--- src/hdl/srgb_pkg.sv ---
package srgb_pkg;

    // Configuration register indexes.
    localparam logic [2:0] CFG_RED_SHIFT   = 3'd0;
    localparam logic [2:0] CFG_GREEN_SHIFT = 3'd1;
    localparam logic [2:0] CFG_BLUE_SHIFT  = 3'd2;
    localparam logic [2:0] CFG_RED_MASK    = 3'd3;
    localparam logic [2:0] CFG_GREEN_MASK  = 3'd4;
    localparam logic [2:0] CFG_BLUE_MASK   = 3'd5;
    localparam logic [2:0] CFG_ALPHA_MASK  = 3'd6;

    // Operation codes carried in tuser.
    localparam logic FUNC_PACK   = 1'b0;
    localparam logic FUNC_UNPACK = 1'b1;

    // Luminance weights in per mille. Each weighted term is divided by 1000
    // through a reciprocal multiply: the products stay below 2^18, where
    // the rounded-up reciprocal of 2^28/1000 gives the exact floor.
    localparam int unsigned     LUMA_FRAC_BITS = 28;
    localparam longint unsigned LUMA_RECIP     = ((64'd1 << LUMA_FRAC_BITS) + 64'd999) / 64'd1000;
    localparam longint unsigned LUMA_COEF_R    = 64'd299 * LUMA_RECIP;
    localparam longint unsigned LUMA_COEF_G    = 64'd587 * LUMA_RECIP;
    localparam longint unsigned LUMA_COEF_B    = 64'd114 * LUMA_RECIP;
    localparam int unsigned     LUMA_PROD_W    = 36;

    // Replacement for a non-black color that packs to an empty word.
    localparam logic [15:0] BLACK_SUB = 16'h0001;

    // Scale arithmetic: 256 is unity, results saturate at 255.
    localparam int unsigned SCALE_FRAC_BITS = 8;
    localparam logic [7:0]  CHAN_MAX        = 8'hFF;

    // Stage 1: channel values ready for scaling (luminance in mono mode).
    typedef struct packed {
        logic        func;
        logic [7:0]  red;
        logic [7:0]  green;
        logic [7:0]  blue;
        logic [11:0] red_scale;
        logic [11:0] green_scale;
        logic [11:0] blue_scale;
        logic [15:0] pixel;
    } st1_t;

    // Stage 2: saturated scaled channels.
    typedef struct packed {
        logic       func;
        logic [7:0] red;
        logic [7:0] green;
        logic [7:0] blue;
        logic [15:0] pixel;
    } st2_t;

    // Stage 3: the finished result.
    typedef struct packed {
        logic [7:0]  blue;
        logic [7:0]  green;
        logic [7:0]  red;
        logic [15:0] pixel;
    } res_t;

    // One truncated luminance term: floor(v * weight / 1000).
    function automatic logic [7:0] luma_term(input logic [7:0] v,
                                             input longint unsigned coef);
        logic [LUMA_PROD_W-1:0] prod;
        prod = LUMA_PROD_W'(v) * LUMA_PROD_W'(coef);
        return 8'(prod >> LUMA_FRAC_BITS);
    endfunction

    // Scale a channel by scale/256 and saturate to 255.
    function automatic logic [7:0] sat_scale(input logic [11:0] scale,
                                             input logic [7:0] v);
        logic [19:0] prod;
        logic [11:0] q;
        prod = 20'(scale) * 20'(v);
        q    = prod[19:SCALE_FRAC_BITS];
        return (q > 12'(CHAN_MAX)) ? CHAN_MAX : q[7:0];
    endfunction

    // Place a channel in the 16-bit word; the shift is 5-bit two's complement.
    function automatic logic [15:0] place_chan(input logic [7:0] c,
                                               input logic [4:0] s);
        logic [4:0]  n;
        logic [15:0] w;
        n = ~s + 5'd1;
        if (s[4]) begin
            w = {8'b0, c} >> n;
        end else begin
            w = {8'b0, c} << s[3:0];
        end
        return w;
    endfunction

    // Pull a channel out of the pixel and undo its placement shift.
    function automatic logic [7:0] extract_chan(input logic [15:0] pix,
                                                input logic [15:0] mask,
                                                input logic [4:0] s);
        logic [4:0]  n;
        logic [15:0] f;
        logic [15:0] w;
        n = ~s + 5'd1;
        f = pix & mask;
        if (s[4]) begin
            w = f << n;
        end else begin
            w = f >> s[3:0];
        end
        return w[7:0];
    endfunction

endpackage

--- src/hdl/shaded_rgb_to_16bit_pixel_pack.sv ---
// Packs an 8-bit RGB color into a 16-bit pixel, or unpacks a pixel into
// RGB, one request per clock. tuser selects the operation (0 pack, 1
// unpack). Packing optionally reduces the color to luminance, scales each
// channel by scale/256 with saturation to 255, shifts each channel by its
// configured signed amount, masks it and ORs the channels together; a
// non-black color that packs to zero becomes 0x0001 with the alpha mask,
// and any other non-zero word gets the alpha mask. Unpacking masks the
// pixel per channel and reverses the shifts. The block is a three-stage
// pipeline (luminance multiply, scale multiply, shift and mask); a new
// request is taken every cycle unless the output stalls. Each stage has
// its own valid bit and holds while the stage after it is full and
// stalled. The user must write shift and mask registers through the cfg port
// only while no request is in flight; the block itself does not enforce it.
module shaded_rgb_to_16bit_pixel_pack
    import srgb_pkg::*;
(
    input  logic        aclk,
    input  logic        aresetn,

    // Configuration write channel.
    input  logic        cfg_valid,
    output logic        cfg_ready,
    input  logic [2:0]  cfg_addr,
    input  logic [15:0] cfg_data,

    // Input stream.
    input  logic        s_tvalid,
    output logic        s_tready,
    // tdata from bit 0: red_in[7:0], green_in[15:8], blue_in[23:16],
    // red_scale[35:24], green_scale[47:36], blue_scale[59:48], mono[60],
    // pixel_in[76:61], zero[79:77].
    input  logic [79:0] s_tdata,
    // tuser: func.
    input  logic        s_tuser,

    // Result stream.
    output logic        m_tvalid,
    input  logic        m_tready,
    // tdata from bit 0: pixel_out[15:0], red_out[23:16], green_out[31:24],
    // blue_out[39:32].
    output logic [39:0] m_tdata
);

    // Configuration registers.
    logic [4:0]  red_shift_reg;
    logic [4:0]  green_shift_reg;
    logic [4:0]  blue_shift_reg;
    logic [15:0] red_mask_reg;
    logic [15:0] green_mask_reg;
    logic [15:0] blue_mask_reg;
    logic [15:0] alpha_mask_reg;

    // Pipeline stages.
    logic  st1_valid_reg, st2_valid_reg, st3_valid_reg;
    st1_t  st1_reg, st1_next;
    st2_t  st2_reg, st2_next;
    res_t  st3_reg, st3_next;
    logic  st1_ready, st2_ready, st3_ready;

    // Input fields.
    logic [7:0]  in_red, in_green, in_blue;
    logic [11:0] in_red_scale, in_green_scale, in_blue_scale;
    logic        in_mono;
    logic [15:0] in_pixel;
    logic [8:0]  lum_sum;

    // Stage 3 intermediates.
    logic [15:0] packed_word;

    assign in_red         = s_tdata[7:0];
    assign in_green       = s_tdata[15:8];
    assign in_blue        = s_tdata[23:16];
    assign in_red_scale   = s_tdata[35:24];
    assign in_green_scale = s_tdata[47:36];
    assign in_blue_scale  = s_tdata[59:48];
    assign in_mono        = s_tdata[60];
    assign in_pixel       = s_tdata[76:61];

    assign cfg_ready = 1'b1;

    // Configuration writes; an index past the list is ignored.
    always_ff @(posedge aclk) begin
        if (!aresetn) begin
            red_shift_reg   <= '0;
            green_shift_reg <= '0;
            blue_shift_reg  <= '0;
            red_mask_reg    <= '0;
            green_mask_reg  <= '0;
            blue_mask_reg   <= '0;
            alpha_mask_reg  <= '0;
        end else if (cfg_valid) begin
            unique case (cfg_addr)
                CFG_RED_SHIFT:   red_shift_reg   <= cfg_data[4:0];
                CFG_GREEN_SHIFT: green_shift_reg <= cfg_data[4:0];
                CFG_BLUE_SHIFT:  blue_shift_reg  <= cfg_data[4:0];
                CFG_RED_MASK:    red_mask_reg    <= cfg_data;
                CFG_GREEN_MASK:  green_mask_reg  <= cfg_data;
                CFG_BLUE_MASK:   blue_mask_reg   <= cfg_data;
                CFG_ALPHA_MASK:  alpha_mask_reg  <= cfg_data;
                default: begin
                end
            endcase
        end
    end

    // Each stage moves when it is empty or the stage after it takes its data.
    assign st3_ready = !st3_valid_reg || m_tready;
    assign st2_ready = !st2_valid_reg || st3_ready;
    assign st1_ready = !st1_valid_reg || st2_ready;
    assign s_tready  = st1_ready;

    // Stage 1: luminance from three truncated weighted terms, used in place of the colors in mono mode.
    always_comb begin
        lum_sum = 9'(luma_term(in_red, LUMA_COEF_R))
                + 9'(luma_term(in_green, LUMA_COEF_G))
                + 9'(luma_term(in_blue, LUMA_COEF_B));
        st1_next.func        = s_tuser;
        st1_next.red_scale   = in_red_scale;
        st1_next.green_scale = in_green_scale;
        st1_next.blue_scale  = in_blue_scale;
        st1_next.pixel       = in_pixel;
        if (in_mono) begin
            st1_next.red   = lum_sum[7:0];
            st1_next.green = lum_sum[7:0];
            st1_next.blue  = lum_sum[7:0];
        end else begin
            st1_next.red   = in_red;
            st1_next.green = in_green;
            st1_next.blue  = in_blue;
        end
    end

    // Stage 2: per-channel gain with saturation.
    always_comb begin
        st2_next.func  = st1_reg.func;
        st2_next.pixel = st1_reg.pixel;
        st2_next.red   = sat_scale(st1_reg.red_scale, st1_reg.red);
        st2_next.green = sat_scale(st1_reg.green_scale, st1_reg.green);
        st2_next.blue  = sat_scale(st1_reg.blue_scale, st1_reg.blue);
    end

    // Stage 3: placement into the word, or extraction from the pixel.
    always_comb begin
        packed_word = (place_chan(st2_reg.red, red_shift_reg) & red_mask_reg)
                    | (place_chan(st2_reg.green, green_shift_reg) & green_mask_reg)
                    | (place_chan(st2_reg.blue, blue_shift_reg) & blue_mask_reg);
        if (st2_reg.func == FUNC_UNPACK) begin
            st3_next.pixel = '0;
            st3_next.red   = extract_chan(st2_reg.pixel, red_mask_reg, red_shift_reg);
            st3_next.green = extract_chan(st2_reg.pixel, green_mask_reg, green_shift_reg);
            st3_next.blue  = extract_chan(st2_reg.pixel, blue_mask_reg, blue_shift_reg);
        end else begin
            st3_next.red   = st2_reg.red;
            st3_next.green = st2_reg.green;
            st3_next.blue  = st2_reg.blue;
            // A visible color that lands on no mask bit still must not read as black.
            priority if (packed_word != '0) begin
                st3_next.pixel = packed_word | alpha_mask_reg;
            end else if ((st2_reg.red | st2_reg.green | st2_reg.blue) != '0) begin
                st3_next.pixel = BLACK_SUB | alpha_mask_reg;
            end else begin
                st3_next.pixel = '0;
            end
        end
    end

    // Valid bits.
    always_ff @(posedge aclk) begin
        if (!aresetn) begin
            st1_valid_reg <= 1'b0;
            st2_valid_reg <= 1'b0;
            st3_valid_reg <= 1'b0;
        end else begin
            if (st1_ready) begin
                st1_valid_reg <= s_tvalid;
            end
            if (st2_ready) begin
                st2_valid_reg <= st1_valid_reg;
            end
            if (st3_ready) begin
                st3_valid_reg <= st2_valid_reg;
            end
        end
    end

    // Stage data.
    always_ff @(posedge aclk) begin
        if (st1_ready) begin
            st1_reg <= st1_next;
        end
        if (st2_ready) begin
            st2_reg <= st2_next;
        end
        if (st3_ready) begin
            st3_reg <= st3_next;
        end
    end

    assign m_tvalid = st3_valid_reg;
    assign m_tdata  = st3_reg;

endmodule
--- config.mk ---
export PLATFORM = sky130hd
export DESIGN_NAME = shaded_rgb_to_16bit_pixel_pack
export DESIGN_NICKNAME = d
export VERILOG_FILES = /design/src/hdl/srgb_pkg.sv /design/src/hdl/shaded_rgb_to_16bit_pixel_pack.sv
export SDC_FILE = /design/constraint.sdc
export NUM_CORES = 2
export LEC_CHECK = 0
export BUFFER_PORTS_ARGS = -buffer_cell sky130_fd_sc_hd__clkbuf_2
export CAP_MARGIN = 0
export CORE_AREA = 2 2 321 323
export CTS_CLUSTER_SIZE = 16
export DETAILED_ROUTE_END_ITERATION = 12
export DIE_AREA = 0 0 323 325
export PLACE_DENSITY_LB_ADDON = 0.3
export SKIP_LAST_GASP = 1
export SYNTH_ARGS = -nofsm -noshare
export SYNTH_HDL_FRONTEND = slang
export SYNTH_SLANG_ARGS = --single-unit
export TNS_END_PERCENT = 50
--- constraint.sdc ---
create_clock -name aclk -period 14.4 [get_ports aclk]
set_input_delay 2.16 -clock aclk [delete_from_list [all_inputs] [get_ports aclk]]
set_output_delay 2.16 -clock aclk [all_outputs]
set_load 0.01 [all_outputs]
==> impl_results.md <==
* Outcome: finished clean
* Drt pass-1 iters at 5
* PwrDens at 243 nW/um^2
* Hold Crit Class: reg2reg
* Synthesized area at 30200 sq um
* Final WL at 87.2 mm
* Final Setup Violations at 0
* Largest net degree at the start of global routing at 83
* Final Core Density at approximately a third
* Storage cell area at 6390 sq um
* First-pass GRT wire length at 137 mm
* Routability cong. at 0.955
* Met3 WL at roughly 5.2 mm
* Dpl hpwl at between 60 and 70 mm
* Sequential share of the synthesized area at approximately a fifth
* Grt ovf at 0
* Core area at 101000 sq um
* Main synth FF type: edfxtp_1
* Post-CTS setup buffer count at 0
* Period utilization at 63.3%
* Share of layout cells above drive strength 1 at under 10%
* Initial core utilization at 29.8%
* Commonest non-fill, non-tap cell in the layout: inv_1
* Syn Nets at 4080
* Cells after Synth at between 3000 and 4000
* Port buffer count at 143
* Htree depth at 1
* GRT Total Usage at 16.6%
* Critical Path AT at 9.54 ns
* Fillers at about 11000
* PostCTS Resize Cnt at 0
* Multi-input gate area at 21500 sq um
* CTS Buf Count at 28
* Headroom to the max-slew limit at 11.7%
* Cell variety after synth at 81
* Chip width at ~320 um
* Async set-reset flop share out of synthesis at 0%
* Most frequent cells in the layout: 462 x inv_1, 413 x nand2_1, 349 x ha_1, 318 x fa_1, 168 x o21ai_0
* Worst R2R End: st2_reg[34]
* RR Startpoint: st1_reg[70]
* Min Tclk post-route at 9.12 ns
* Antenna violations before repair at 4
* Max FO, Critical Path at 8
* Max Freq at 110 MHz
* Vias in the first global route at between 20000 and 25000
* Clk Latency, worst-skew pair at approximately 0.60 ns
* Worst Tran Pin Value at 1.29 ns
* Fin Hold WS at 0.419 ns
* Wire per inst at roughly 18 um
* WL met1 at ~39 mm
* Hold Startpoint: st1_reg[0]
* Residual DRC at 0
* TNS Setup at 0 ns
* Routed Antenna Nets at 0
* Leak at 14.6 nW
* Req. time, crit path at 14.82 ns
* Clk_skew at 0.0343 ns
* Worst vdd ir at 0.207 mV
* Max_cap viols at 0
* #FFs+latches synth at 240
* Worst setup path category: in2reg
* CTS tree: yes
* Clk buf depth at 3
* Die H at 325 um
* Final Hold Fails at 0
* Via total after detailed routing at 23600
* Fin area at 33200 sq um
* R2r setup slk at 8.88 ns
* Yosys warns at 0
* Worst hold path depth at 0
* Max reg flops at 77
* DP Worst Slack at about 4.7 ns
* Top sig layer: met5
* Placed Area at around 32000 sq um
* Die Area at 105000 sq um
* Syn avg cell area at 9.12 sq um
* Row count at between 100 and 150
* RSZ-0062 raised after global routing: false
* I/O pin total at 148
* Fin worst setup slack at 5.28 ns
* Reg2reg path depth at 17
* Final nets at approximately 4100
* Iteration-0 DRC count of the detailed router at 1644
* Number of enable flip-flop cells after synthesis at about 160
* DR vias/cell at 4.96
* Clock transition at the registers of the reported paths at 0.07 ns
* Antenna diode count at 0
* Critical path capture point type: flip-flop
* Worst Hold Path EP: st2_reg[0]
* Slew Viols, Final at 0
* CP Launch Type: input pin
* Sink Count at 240
* # hold bufs at CTS at 0
* Area Overhead vs Synth at 10.1%
* Met2 WL post-DR at between 30 and 40 mm
* Clock root buffer: clkbuf_16
==> how the worst max path moves through the flow <==
stage	slack [ns]	start	endpoint
floorplan	5.57	s_tdata[13]	st1_reg[59]
global placement	4.74	s_tdata[14]	st1_reg[67]
detailed placement	4.68	s_tdata[13]	st1_reg[67]
CTS	5.32	s_tdata[13]	st1_reg[67]
global route	4.91	s_tdata[11]	st1_reg[67]
finish	5.28	s_tdata[11]	st1_reg[67]
==> stage by stage <==
stage,std cells,power [W]
floorplan,3308,0.00606
global placement,4704,0.00736
global route,4756,0.00925
CTS,4756,0.00821
detailed placement,4704,0.00740
finish,4756,0.00808
==> layout make-up <==
cell class	count	share of cell area, %
clock inverter	16	0.444
timing repair buffer	166	2.67
multi-input combinational	2461	64.7
clock buffer	36	2.48
inverter	469	5.30
sequential	240	19.2
tap	1368	5.15
==> logic make-up (layout without fill, tap and decap cells) <==
| kind of cell | count (synthesis) | count (layout) | synth area share [%] |
|---|---|---|---|
| muxes | 126 | 126 | 4.72 |
| other | 1 | 1 | 0.0124 |
| DFF | 240 | 240 | 21.2 |
| xor gates and xnor gates | 53 | 53 | 1.54 |
| adders and majority gates | 667 | 667 | 35.6 |
| AOI/OAI and AO/OA | 597 | 597 | 13.0 |
| buffers and inverters | 607 | 687 | 7.64 |
| and+or+nand+nor | 1017 | 1017 | 16.3 |
==> critical path, stage by stage <==
cell and delay, ns:
clkbuf_2 0.21, ha_1 0.52, inv_1 0.11, fa_1 0.57, fa_1 0.44, fa_1 0.51, inv_1 0.04, ha_1 0.29
a21o_1 0.17, a21o_1 0.18, a2111oi_0 0.47, o2bb2ai_1 0.14, a211o_1 0.37, and2_1 0.22, a31oi_1 0.20, xor2_1 0.12
fa_1 0.51, inv_1 0.04, ha_1 0.21, fa_1 0.42, a21o_1 0.19, a21oi_1 0.23, o21bai_1 0.10, a21oi_1 0.26
xnor2_1 0.18, nand2_1 0.07, or4_1 0.47, o2111ai_1 0.14
==> power by group <==
part	internal (W)	switching, W	leakage (nW)
logic	0.00273	0.00344	11.8
registers	0.000951	0.000203	2.31
clock network	0.000428	0.000323	0.488
total	0.00411	0.00397	14.6
==> synth_stat cells (10+ instances only) <==
master / instances / area share [%]
o2111ai_1: 11 / 0.32
and2_1: 157 / 3.3
nand3_1: 91 / 1.5
o211ai_1: 24 / 0.60
inv_1: 463 / 5.8
nand4_1: 20 / 0.41
mux2i_1: 95 / 3.2
clkbuf_1: 109 / 1.4
o21ai_0: 168 / 2.8
xor2_1: 24 / 0.70
edfxtp_1: 158 / 16
a21o_1: 29 / 0.72
mux4_2: 11 / 0.82
or2_2: 11 / 0.23
buf_1: 10 / 0.12
nor3_1: 32 / 0.53
nand2_1: 414 / 5.1
a31oi_1: 21 / 0.44
a211oi_1: 22 / 0.55
or3_1: 11 / 0.23
nand3b_1: 17 / 0.42
fa_1: 318 / 21
a21oi_1: 103 / 1.7
nor2_1: 134 / 1.7
dfxtp_1: 82 / 5.4
mux2_2: 20 / 0.75
xnor2_1: 29 / 0.84
buf_2: 18 / 0.30
o22ai_1: 14 / 0.29
a21boi_0: 77 / 1.9
nand2b_1: 23 / 0.48
o21a_1: 27 / 0.67
and3_1: 19 / 0.39
ha_1: 349 / 14
nor2b_1: 49 / 1.0
==> layer usage <==
layer	track usage (%)	up-vias
li1	-	11300
met1	22.5	11500
met2	27.0	651
met3	1.92	150
met4	5.97	2
met5	0	-
Power figures use the tool's default switching activity.
